### config.mk
export PLATFORM = sky130hd
export DESIGN_NAME = olane_lane_cmp
export DESIGN_NICKNAME = d
export VERILOG_FILES = /design/src/olane_pkg.sv /design/src/olane_lane_cmp.sv
export SDC_FILE = /design/constraint.sdc
export NUM_CORES = 1
export LEC_CHECK = 0
export BUFFER_PORTS_ARGS = -buffer_cell sky130_fd_sc_hd__buf_2
export CORE_UTILIZATION = 30
export DETAILED_ROUTE_END_ITERATION = 8
export PLACE_DENSITY = 0.51
export SLEW_MARGIN = 40
export SYNTH_ARGS = -nofsm -noshare
export SYNTH_HDL_FRONTEND = slang
export SYNTH_SLANG_ARGS = --single-unit
### constraint.sdc
create_clock -name vclk -period 7.65
set_clock_uncertainty 0.2 [all_clocks]
set_input_delay 0 -clock vclk [all_inputs]
set_output_delay 0 -clock vclk [all_outputs]
set_load 0.01 [all_outputs]
### src/olane_pkg.sv
// ----------------------------------------------------------------------------
// Overlay lane allocator package
// Shared sizes, codes and control types for the lane allocator modules.
// ----------------------------------------------------------------------------
package olane_pkg;

    // Lanes per style class table.
    localparam int LANES  = 128;
    localparam int LANE_W = (LANES > 1) ? $clog2(LANES) : 1;
    localparam int CNT_W  = $clog2(LANES + 1);
    localparam int DEPTH  = 3 * LANES;
    localparam int ADDR_W = $clog2(DEPTH);

    // Fixed field widths.
    localparam int WIN_W   = 12;
    localparam int LH_W    = 8;
    localparam int VT_W    = 16;
    localparam int TIME_W  = 32;
    localparam int ITEM_W  = 12;
    localparam int YOUT_W  = 14;
    localparam int LOUT_W  = 8;
    localparam int WAIT_W  = 17;
    localparam int ACC_W   = 13;
    localparam int PROD_W  = LANE_W + LH_W;
    localparam int POS_W   = 17;

    localparam int S_TDATA_W = 64;
    localparam int S_TUSER_W = 2;
    localparam int M_TDATA_W = 24;
    localparam int CFG_IDX_W = 2;
    localparam int CFG_DAT_W = 12;

    // Timing and placement constants.
    localparam int BASE_WAIT_MS = 500;
    localparam int MS_PER_S     = 1000;
    localparam int HEADER_PX    = 50;
    localparam int CLAMP_PX     = 5;
    // Idle times at or above 2**SMALL_IDLE_W seconds always beat the longest wait.
    localparam int SMALL_IDLE_W = 7;

    // Configuration register indexes.
    localparam logic [CFG_IDX_W-1:0] CFG_WINDOW_HEIGHT = 2'd0;
    localparam logic [CFG_IDX_W-1:0] CFG_LANE_HEIGHT   = 2'd1;
    localparam logic [CFG_IDX_W-1:0] CFG_NORMAL_MODE   = 2'd2;
    localparam logic [CFG_IDX_W-1:0] CFG_MEDIA_MODE    = 2'd3;

    // Style classes.
    localparam logic [1:0] CLS_MOVING = 2'd0;
    localparam logic [1:0] CLS_TOP    = 2'd1;
    localparam logic [1:0] CLS_BOTTOM = 2'd2;

    // Stage enables for the position unit.
    typedef struct packed {
        logic mul_en;
        logic y_en;
    } pos_ctrl_t;

    // First table entry of a style class; the unused class code shares the moving table.
    function automatic logic [ADDR_W-1:0] table_base(input logic [1:0] cls);
        logic [ADDR_W-1:0] base;
        case (cls)
            CLS_TOP:    base = ADDR_W'(LANES);
            CLS_BOTTOM: base = ADDR_W'(2 * LANES);
            default:    base = '0;
        endcase
        return base;
    endfunction

endpackage

### src/olane_lane_cmp.sv
// ----------------------------------------------------------------------------
// Lane compare unit
// Decides whether one stored stamp marks a free lane or a new oldest lane.
// ----------------------------------------------------------------------------
module olane_lane_cmp (
    input  logic [olane_pkg::TIME_W-1:0] now,
    input  logic [olane_pkg::TIME_W-1:0] stamp,
    input  logic [olane_pkg::TIME_W-1:0] oldest,
    input  logic [olane_pkg::WAIT_W-1:0] wait_ms,
    output logic                         free,
    output logic                         older
);
    import olane_pkg::*;

    logic [TIME_W:0]   idle;
    logic              big_idle;
    logic [WAIT_W-1:0] small_ms;

    // The idle time is a signed difference; a stamp in the future never frees a lane.
    assign idle     = {1'b0, now} - {1'b0, stamp};
    assign big_idle = |idle[TIME_W-1:SMALL_IDLE_W];
    assign small_ms = WAIT_W'(idle[SMALL_IDLE_W-1:0]) * WAIT_W'(MS_PER_S);
    assign free     = !idle[TIME_W] && (big_idle || (small_ms > wait_ms));
    assign older    = oldest > stamp;

endmodule

==> metrics.md <==
| Metric | Value |
|---|---|
| Post-Synth Simple-Gate Area | `17.66%` |
| P per Cell Area | `327.2 mW/mm^2` |
| Routed wire per std cell | `13.37 um` |
| Final hold vios | `0` |
| Total number of vias | `4,445` |
| Fill cells | `1,595` |
| Commonest non-fill, non-tap cell in the layout | `buf_2` |
| Hold Crit Depth | `5` |
| Max_cap viols | `0` |
| Die width | `123.8 um` |
| First-pass GRT wire length | `19.28 mm` |
| WS Path Type | `in -> out` |
| Die H | `123.8 um` |
| Cell count after synthesis | `586` |
| Design Power | `0.001711 W` |
| CP Depth | `32` |
| Netlist cell types | `72` |
| FF/Latch Area | `0 um^2` |
| CLK BUF | `0` |
| Leak pwr | `2.734 nW` |
| GPL Wtd Cong | `0.8249` |
| Combinational power share | `100.0%` |
| Buf/Inv on CP | `6` |
| Core ar. | `0.01448 mm^2` |
| CP endpoint kind | `primary output` |
| Leading area contributor after synthesis | `ha_1` |
| Clock share of power | `0%` |
| Yosys warns | `0` |
| Area contributors post-synth | `ha_1 31%, inv_1 7.1%, fa_1 6.7%, a21oi_1 5.4%, xnor2_1 4.5%` |
| # nets final | `938` |
| Syn nets | `826` |
| PortBufs | `115` |
| CTS Hold Bufs | `0` |
| Worst slew pin tran | `0.4814 ns` |
| Psw | `0.0009170 W` |
| Crit path time final | `7.051 ns` |
| Iter 0 DRT Violations | `258` |
| Remaining DRCs | `0` |
| FP Rows | `44` |
| Initial antenna violation count | `0` |
| Mean number of vias per cell | `5.051` |
| Detail Route Antenna Nets | `0` |
| Number of I/O pins | `115` |
| CP arrival | `6.85 ns` |
| Largest family of logic cells by synthesized area | `adder cells` |
| Tcrit/Tclk final | `92.16%` |
| Mux cell area share after synthesis | `0.5062%` |
| Syn_area_per_cell | `7.593 um^2` |
| Most frequent CP cell | `fa_1` |
| Share of layout cells above drive strength 1 | `21.84%` |
| Die area | `0.01532 mm^2` |
| Num sequential | `0` |
| Synth Area in Compound Gates | `28.71%` |
| Max incr delay on CP | `0.59 ns` |
| Final global-route overflow total | `0` |
| Critical path's slowest cell | `fa_1` |
| Wirelength, routed | `11.77 mm` |
| Netlist Area Pre-Place | `0.004449 mm^2` |
| Aggregate global-route resource usage | `15.17%` |
| Total negative slack | `0 ns` |
| Area Overhead vs Synth | `17.55%` |
| Cell family with most CP delay | `adder cells` |
| Net Sw Frac | `53.59%` |
| Worst Setup Start Kind | `input pin` |
| Area share of the largest cell type after synthesis | `31.50%` |
| Status | `complete, no violations` |
| Setup violators final | `0` |
| Maximum number of pins on one net before global-route repair | `16` |
| Worst Path Max Fanout | `4` |
| Final Util | `36.12%` |
| RSZ-0062 raised after global routing | `false` |
| Slew headroom | `67.08%` |
| Critical path data required time | `7.45 ns` |
| Post-Synth XOR/XNOR Area | `5.906%` |
| Vias in the first global route | `4,239` |
| Most frequent cells in the layout | `115 x buf_2, 112 x ha_1, 83 x inv_1` |
| DP HPWL | `10.57 mm` |
| Drt pass-1 iters | `4` |
| Part of the power in registers | `0%` |
| Initial core utilization | `30.73%` |
| Hold Path Class | `in -> out` |
| Slew Limit Fails | `0` |
| Area share of fa/ha/maj cells after synthesis | `38.25%` |
| Internal | `0.0007942 W` |
| Achievable Freq | `141.8 MHz` |
| Diode count | `0` |
| Seq/Total Area, Yosys | `0%` |
| VDD IR-drop max | `0.2265 mV` |
[Yosys cell counts (2+ instances only)]
cell / n
clkbuf_8: 3
o22ai_1: 2
nor4_2: 2
nor4b_1: 2
ha_1: 112
nand2_1: 22
nand3_1: 13
mux2_2: 2
o21a_1: 12
nor2_1: 37
buf_6: 2
or3_1: 3
a21boi_0: 7
a2111oi_0: 2
xnor2_1: 23
o211ai_1: 7
o2111ai_1: 3
nor3_1: 10
nand4_1: 16
nand2b_1: 7
xor2_1: 7
o31ai_1: 5
or2_2: 2
a221o_1: 2
a311o_1: 2
a21oi_1: 48
a31oi_1: 6
and3_1: 4
a21o_1: 25
a211oi_2: 4
nor2b_1: 8
a211o_1: 3
and2_1: 3
clkbuf_1: 3
o21ai_0: 36
a21o_2: 2
or4_1: 2
inv_1: 84
a2bb2oi_1: 2
a211oi_1: 2
fa_1: 15
nand3b_1: 4
[cells by family after synthesis]
kind of cell    Yosys count
xor+xnor                 30
mux                       2
simple gates            146
compound gates          187
buf+inv                  94
fa+ha+maj               127
[metrics by stage]
| step | cell area (um^2) | setup WS (ns) | cells | hold slack (ns) |
|---|---|---|---|---|
| floorplan | 4449 | 1.116 | 586 | 0.1458 |
| global placement | 5205 | 0.4501 | 880 | 0.4617 |
| detailed placement | 5205 | 0.2524 | 880 | 0.4622 |
| CTS | 5205 | 0.2414 | 880 | 0.4636 |
| global route | 5230 | 0.006773 | 880 | 0.5018 |
| finish | 5230 | 0.5994 | 880 | 0.4460 |
[what timing repair did]
item,4_1_cts,5_1_grt
endpoints found under the setup margin,0,1
gates resized for setup,0,9
buffers inserted,0,0
[worst paths after layout]
path	endpoint	start	slack, ns
setup / recovery	free	now[0]	0.60
hold / removal	older	oldest[31]	0.45
[power groups by stage]
stage	Combinational [W]	Clock [W]	Sequential (W)
after floorplan	0.00135	0	0
after global placement	0.00169	0	0
after detailed placement	0.00171	0	0
after CTS	0.00173	0	0
after global routing	0.00200	0	0
final	0.00171	0	0
[per-layer routing]
layer  share of wire (%)  up-vias  global-route usage (%)
li1                    -     2354                       -
met2                  46       89                   25.80
met4                0.55        0                  0.7530
met1                  50     1998                   22.14
met3                 4.1        4                  0.4121
met5                   0        -                       0
[cell type report]
| type | count | area (um^2) | share of cell area [%] |
|---|---|---|---|
| Multi-Input combinational cell | 492 | 4075 | 77.92 |
| Timing Repair Buffer | 119 | 605.6 | 11.58 |
| Inverter | 85 | 319.1 | 6.100 |
| Tap cell | 184 | 230.2 | 4.402 |
[tightest hold or removal path, delay by kind of cell]
kind / cells / cell delay (ns)
adder cells (fa/ha/maj): 1 / 0.13
buffers and inverters: 2 / 0.24
AO/OA/AOI/OAI: 1 / 0.16
AND/OR/NAND/NOR: 1 / 0.11
Note: power is estimated with default switching activity, not from simulation.
