File: src/olane_pkg.sv
// ----------------------------------------------------------------------------
// Overlay lane allocator package
// Shared sizes, codes and control types for the lane allocator modules.
// ----------------------------------------------------------------------------
package olane_pkg;

    // Lanes per style class table.
    localparam int LANES  = 128;
    localparam int LANE_W = (LANES > 1) ? $clog2(LANES) : 1;
    localparam int CNT_W  = $clog2(LANES + 1);
    localparam int DEPTH  = 3 * LANES;
    localparam int ADDR_W = $clog2(DEPTH);

    // Fixed field widths.
    localparam int WIN_W   = 12;
    localparam int LH_W    = 8;
    localparam int VT_W    = 16;
    localparam int TIME_W  = 32;
    localparam int ITEM_W  = 12;
    localparam int YOUT_W  = 14;
    localparam int LOUT_W  = 8;
    localparam int WAIT_W  = 17;
    localparam int ACC_W   = 13;
    localparam int PROD_W  = LANE_W + LH_W;
    localparam int POS_W   = 17;

    localparam int S_TDATA_W = 64;
    localparam int S_TUSER_W = 2;
    localparam int M_TDATA_W = 24;
    localparam int CFG_IDX_W = 2;
    localparam int CFG_DAT_W = 12;

    // Timing and placement constants.
    localparam int BASE_WAIT_MS = 500;
    localparam int MS_PER_S     = 1000;
    localparam int HEADER_PX    = 50;
    localparam int CLAMP_PX     = 5;
    // Idle times at or above 2**SMALL_IDLE_W seconds always beat the longest wait.
    localparam int SMALL_IDLE_W = 7;

    // Configuration register indexes.
    localparam logic [CFG_IDX_W-1:0] CFG_WINDOW_HEIGHT = 2'd0;
    localparam logic [CFG_IDX_W-1:0] CFG_LANE_HEIGHT   = 2'd1;
    localparam logic [CFG_IDX_W-1:0] CFG_NORMAL_MODE   = 2'd2;
    localparam logic [CFG_IDX_W-1:0] CFG_MEDIA_MODE    = 2'd3;

    // Style classes.
    localparam logic [1:0] CLS_MOVING = 2'd0;
    localparam logic [1:0] CLS_TOP    = 2'd1;
    localparam logic [1:0] CLS_BOTTOM = 2'd2;

    // Stage enables for the position unit.
    typedef struct packed {
        logic mul_en;
        logic y_en;
    } pos_ctrl_t;

    // First table entry of a style class; the unused class code shares the moving table.
    function automatic logic [ADDR_W-1:0] table_base(input logic [1:0] cls);
        logic [ADDR_W-1:0] base;
        case (cls)
            CLS_TOP:    base = ADDR_W'(LANES);
            CLS_BOTTOM: base = ADDR_W'(2 * LANES);
            default:    base = '0;
        endcase
        return base;
    endfunction

endpackage

File: src/olane_pos_unit.sv
// ----------------------------------------------------------------------------
// Position unit
// Turns a chosen lane into a clamped vertical position over two stages.
// ----------------------------------------------------------------------------
module olane_pos_unit (
    input  logic                          aclk,
    input  olane_pkg::pos_ctrl_t          ctrl,
    input  logic [olane_pkg::LANE_W-1:0]  lane,
    input  logic [olane_pkg::LH_W-1:0]    lane_height,
    input  logic [olane_pkg::WIN_W-1:0]   view_height,
    input  logic [olane_pkg::ITEM_W-1:0]  item_height,
    input  logic                          bottom,
    input  logic                          sched,
    input  logic                          normal_mode,
    input  logic                          media_mode,
    output logic [olane_pkg::YOUT_W-1:0]  y_out
);
    import olane_pkg::*;

    logic [PROD_W-1:0]       prod_reg;
    logic signed [POS_W-1:0] y_reg;
    logic signed [POS_W-1:0] y_next;
    logic [LH_W+1:0]         footer;
    logic [POS_W-1:0]        header;
    logic signed [POS_W-1:0] max_y;
    logic signed [POS_W-1:0] y_final;

    assign footer = normal_mode ? '0 : 10'(({2'b0, lane_height} * 10'd3) >> 1);
    assign header = (!normal_mode && !media_mode) ? POS_W'(HEADER_PX) : '0;

    always_comb begin
        if (!sched) begin
            y_next = '0;
        end else if (bottom) begin
            y_next = $signed(POS_W'(view_height) - POS_W'(prod_reg)
                             - POS_W'({lane_height, 1'b0}) - POS_W'(footer));
        end else begin
            y_next = $signed(POS_W'(prod_reg) + header);
        end
    end

    always_ff @(posedge aclk) begin
        if (ctrl.mul_en) begin
            prod_reg <= PROD_W'(lane) * PROD_W'(lane_height);
        end
        if (ctrl.y_en) begin
            y_reg <= y_next;
        end
    end

    assign max_y   = $signed(POS_W'(view_height)) - $signed(POS_W'(item_height));
    assign y_final = (y_reg > max_y - POS_W'(CLAMP_PX)) ? max_y : y_reg;
    assign y_out   = y_final[YOUT_W-1:0];

endmodule

File: config.mk
export PLATFORM = sky130hd
export DESIGN_NAME = olane_pos_unit
export DESIGN_NICKNAME = d
export VERILOG_FILES = /design/src/olane_pkg.sv /design/src/olane_pos_unit.sv
export SDC_FILE = /design/constraint.sdc
export NUM_CORES = 1
export LEC_CHECK = 0
export BUFFER_PORTS_ARGS = -buffer_cell sky130_fd_sc_hd__buf_2
export CAP_MARGIN = 20
export CORE_MARGIN = 2
export CORE_UTILIZATION = 60
export DETAILED_ROUTE_END_ITERATION = 10
export PLACE_DENSITY = 0.81
export SLEW_MARGIN = 15
export SYNTH_ARGS = -nofsm -noshare
export SYNTH_HDL_FRONTEND = slang
export SYNTH_SLANG_ARGS = --single-unit
File: constraint.sdc
create_clock -name aclk -period 8.05 [get_ports aclk]
set_input_delay 1.61 -clock aclk [delete_from_list [all_inputs] [get_ports aclk]]
set_output_delay 1.61 -clock aclk [all_outputs]
set_load 0.01 [all_outputs]
==> flow_metrics.env <==
export IMPL_outcome="finished, final reports clean"
export IMPL_post_route_cells_drive_above_1_share=0.118
export IMPL_final_hold_viol_count=0
export IMPL_slew_limit_headroom=0.498
export IMPL_grt_usage=0.247
export IMPL_avgRoutedWirePerCell_um=15.1
export IMPL_clk_transition_reported_paths_ns=0.07
export IMPL_worstPathRequired_ns=6.44
export IMPL_cts_inserted_buffers=5
export IMPL_tritoncts="yes"
export IMPL_path_max_fanout=5
export IMPL_place_worst_setup_slack_ns=0.107
export IMPL_cp_end_kind="output port"
export IMPL_cpLargestDelayFamily="compound AO/OA/AOI/OAI gates"
export IMPL_synth_net_count=875
export IMPL_dr_first_iter_drc_count=222
export IMPL_ys_seq_area_frac=0.156
export IMPL_total_drc_errors_in_the_routed_layout=0
export IMPL_post_synth_inst_count=694
export IMPL_critical_path_max_stage_delay_ns=0.57
export IMPL_critical_path_startpoint_type="input pin"
export IMPL_tns_ns=0
export IMPL_report_final_slew_viol_count=0
export IMPL_port_buffer_count=59
export IMPL_insertedDiodeCount=0
export IMPL_antenna_found_initial=0
export IMPL_totalWireLength_mm=13.4
export IMPL_synth_edff_count=32
export IMPL_timing_worst_setup_path_type="in -> out"
export IMPL_die_width_um=105
export IMPL_cts_root_buf="sky130_fd_sc_hd__clkbuf_8"
export IMPL_final_core_utilization=0.683
export IMPL_hold_worst_slack_ns=0.804
export IMPL_setup_viol_count_final=0
export IMPL_dp_cells=878
export IMPL_std_cell_rows=36
export IMPL_gp_congestion=0.962
export IMPL_vdd_ir_max_mv=0.143
export IMPL_drt_pass1_iterations=4
export IMPL_tightest_pin_transition_ns=0.743
export IMPL_largest_register_ff_count=17
export IMPL_total_number_of_yosys_warnings=0
export IMPL_relative_contribution_of_the_clock_network_to_total_power=0.077
export IMPL_cts_htree_levels=2
export IMPL_power_frac_comb=0.759
export IMPL_timing_critical_path_slowest_stage_cell="sky130_fd_sc_hd__or4_4"
export IMPL_period_minus_slack_ns=7.78
export IMPL_path_depth=19
export IMPL_area_of_the_core_sq_um=9860
export IMPL_fin_nets=935
export IMPL_cts_num_sinks=32
export IMPL_top_level_ports=60
export IMPL_clock_latency_ns=0.28
export IMPL_postSynthRegisterBits=32
export IMPL_final_period_utilization=0.967
export IMPL_layoutNonFillerInstCount=888
export IMPL_yosysUniqueCellTypes=56
export IMPL_main_flop_type_after_synthesis="sky130_fd_sc_hd__edfxtp_1"
export IMPL_synth_avg_cell_area_sq_um=8.86
export IMPL_grt_max_degree=30
export IMPL_p_sw_uw=907
export IMPL_die_area_sq_um=11100
export IMPL_switching_power_as_a_share_of_total_power=0.466
export IMPL_finalClockSkew_ns=0.00432
export IMPL_die_height_um=105
export IMPL_worstPathCellList="buf_2 > inv_1 > ha_1 > fa_2 > nor2b_2 > o31a_1 > a21oi_1 > or3_4 > or4_4 > nor4_4 > nor2_1 > ha_1 > a21o_1 > a211oi_1 > o21ai_1 > o41a_1 > o31a_4 > mux2_1 > buf_2"
export IMPL_unrepaired_setup_endpoints_after_global_routing="no"
export IMPL_grt_pass1_vias=5109
export IMPL_start_util=0.624
export IMPL_hold_path_cell_count=3
export IMPL_total_leakage_power_nw=3.24
export IMPL_global_route_congestion_overflow_total=0
export IMPL_route_vias_total=5125
export IMPL_postCtsHoldBufs=0
export IMPL_post_route_worst_setup_slack_ns=0.265
export IMPL_synthesis_area_sq_um=6150
export IMPL_hpwlAfterDp_mm=11.3
export IMPL_postRouteAntennaNets=0
export IMPL_share_of_synthesized_registers_carrying_an_async_set_or_reset=0
export IMPL_min_delay_path_class="reg -> reg"
export IMPL_drv_cap=0
export IMPL_cts_buffer_depth=2
export IMPL_worstPathArrival_ns=6.17
export IMPL_syn_to_final_growth_pct=9.44
export IMPL_grt_pass1_wl_mm=22.5
export IMPL_worst_path_buffer_plus_inverter_count=3
export IMPL_max_clock_freq_mhz=128
export IMPL_seq_power_share=0.164
export IMPL_power_per_cell_area_nw_per_um2=289
export IMPL_timing_reg2reg_worst_path_depth=17
export IMPL_detail_route_vias_per_cell=5.77
export IMPL_cellInternalPower_mw=1.04
[path summary, 6_finish.rpt]
kind,startpoint,endpoint,slack [ns]
setup / recovery,view_height[0],y_out[4],0.27
hold / removal,prod_reg[1]$_DFFE_PP_,y_reg[1]$_SDFFCE_PN0P_,0.80
setup reg to reg,prod_reg[0]$_DFFE_PP_,y_reg[13]$_SDFFCE_PN0P_,3.46
hold reg to reg,prod_reg[1]$_DFFE_PP_,y_reg[1]$_SDFFCE_PN0P_,0.80
[cell families (layout without fill, tap and decap cells)]
family,Yosys count,in the layout,share of synthesized area
AND/OR/NAND/NOR,227,227,0.192
AO/OA/AOI/OAI,143,144,0.157
multiplexers,15,15,0.0297
adder cells (fa/ha/maj),135,135,0.323
buffers and inverters,78,138,0.0502
XOR/XNOR,64,64,0.0911
flip-flops,32,32,0.156
[cell usage in the layout (no fill, tap or decap), types with 21 or more instances in the layout]
cell / synthesis / layout
sky130_fd_sc_hd__buf_2: 0 / 59
sky130_fd_sc_hd__inv_1: 66 / 66
sky130_fd_sc_hd__nor2_1: 53 / 53
sky130_fd_sc_hd__and2_1: 38 / 38
sky130_fd_sc_hd__o21ai_0: 23 / 21
sky130_fd_sc_hd__a21oi_1: 36 / 36
sky130_fd_sc_hd__edfxtp_1: 32 / 32
sky130_fd_sc_hd__fa_1: 40 / 39
sky130_fd_sc_hd__xor2_1: 24 / 24
sky130_fd_sc_hd__xnor2_1: 40 / 40
sky130_fd_sc_hd__nand2_1: 44 / 44
sky130_fd_sc_hd__ha_1: 95 / 95
[routing by layer]
metal  track usage  part of all wire  vias up
li1              -                 -     2560
met1         0.298              0.44     2437
met2         0.464              0.51      107
met3        0.0229             0.030       21
met4        0.0695             0.023        0
met5             0                 0        -
[per-stage QoR]
step | power [mW] | instance area, sq um
5_1_grt | 2.15 | 6730
2_1_floorplan | 1.45 | 6150
3_3_place_gp | 1.70 | 6580
6_report | 1.95 | 6730
3_5_place_dp | 1.76 | 6580
4_1_cts | 1.93 | 6690
[worst register-to-register path, delay by kind of cell (launching register included)]
kind	cells	cell delay [ns]
adders and majority gates	4	1.44
AOI/OAI and AO/OA	7	1.36
and+or+nand+nor	4	0.97
DFF	1	0.40
xor gates and xnor gates	1	0.18
buffers and inverters	1	0.06
[power groups by stage]
stage / Combinational [mW] / Sequential, mW / Clock, mW
2_1_floorplan: 1.15 / 0.298 / 0
3_3_place_gp: 1.38 / 0.320 / 0
3_5_place_dp: 1.44 / 0.321 / 0
4_1_cts: 1.46 / 0.318 / 0.152
5_1_grt: 1.66 / 0.325 / 0.161
6_report: 1.48 / 0.320 / 0.150
[cells in the mapped netlist (2+ instances only)]
library cell / count / area, sq um
sky130_fd_sc_hd__a21boi_0: 3 / 22.5
sky130_fd_sc_hd__nand2_1: 44 / 165
sky130_fd_sc_hd__fa_1: 40 / 801
sky130_fd_sc_hd__a41oi_1: 2 / 17.5
sky130_fd_sc_hd__or3_1: 9 / 56.3
sky130_fd_sc_hd__a41o_1: 2 / 20.0
sky130_fd_sc_hd__o311a_1: 2 / 20.0
sky130_fd_sc_hd__a31oi_1: 2 / 12.5
sky130_fd_sc_hd__nor3_1: 18 / 90.1
sky130_fd_sc_hd__nor2_1: 53 / 199
sky130_fd_sc_hd__mux2_4: 6 / 90.1
sky130_fd_sc_hd__o31ai_1: 2 / 15.0
sky130_fd_sc_hd__edfxtp_1: 32 / 961
sky130_fd_sc_hd__nor3b_1: 4 / 30.0
sky130_fd_sc_hd__nand3_1: 6 / 30.0
sky130_fd_sc_hd__clkbuf_1: 11 / 41.3
sky130_fd_sc_hd__nor4b_1: 2 / 17.5
sky130_fd_sc_hd__o21ai_0: 23 / 115
sky130_fd_sc_hd__ha_1: 95 / 1190
sky130_fd_sc_hd__o31a_1: 3 / 26.3
sky130_fd_sc_hd__o211ai_1: 4 / 30.0
sky130_fd_sc_hd__a21o_1: 18 / 135
sky130_fd_sc_hd__xor2_1: 24 / 210
sky130_fd_sc_hd__nor2b_1: 18 / 113
sky130_fd_sc_hd__xnor2_1: 40 / 350
sky130_fd_sc_hd__a21oi_1: 36 / 180
sky130_fd_sc_hd__o21bai_1: 4 / 30.0
sky130_fd_sc_hd__o22ai_1: 2 / 12.5
sky130_fd_sc_hd__or2_2: 4 / 25.0
sky130_fd_sc_hd__mux2i_1: 7 / 70.1
sky130_fd_sc_hd__or4_1: 2 / 15.0
sky130_fd_sc_hd__mux2_1: 2 / 22.5
sky130_fd_sc_hd__and3_1: 2 / 12.5
sky130_fd_sc_hd__o21ai_1: 4 / 20.0
sky130_fd_sc_hd__inv_1: 66 / 248
sky130_fd_sc_hd__a211oi_1: 5 / 37.5
sky130_fd_sc_hd__nor4_1: 6 / 37.5
sky130_fd_sc_hd__o2111ai_1: 2 / 17.5
sky130_fd_sc_hd__nand2b_1: 13 / 81.3
sky130_fd_sc_hd__o21a_1: 15 / 113
sky130_fd_sc_hd__and2_1: 38 / 238
sky130_fd_sc_hd__nand4_1: 4 / 25.0
sky130_fd_sc_hd__o211a_1: 6 / 60.1
[area by class of cell]
cell class | count | area, sq um
Clock inverter | 2 | 35.0
Multi-Input combinational cell | 585 | 4900
Sequential cell | 32 | 961
Timing Repair Buffer | 64 | 345
Fill cell | 801 | 3130
Inverter | 66 | 248
Tap cell | 133 | 166
Clock buffer | 6 | 72.6
[timing repair]
action                                  4_1_cts  5_1_grt
buffers inserted                              0        1
endpoints found under the setup margin        0       11
endpoints found under the hold margin         0        0
gates resized for setup                       0        6
No activity file was read; power rests on OpenSTA's default activity.
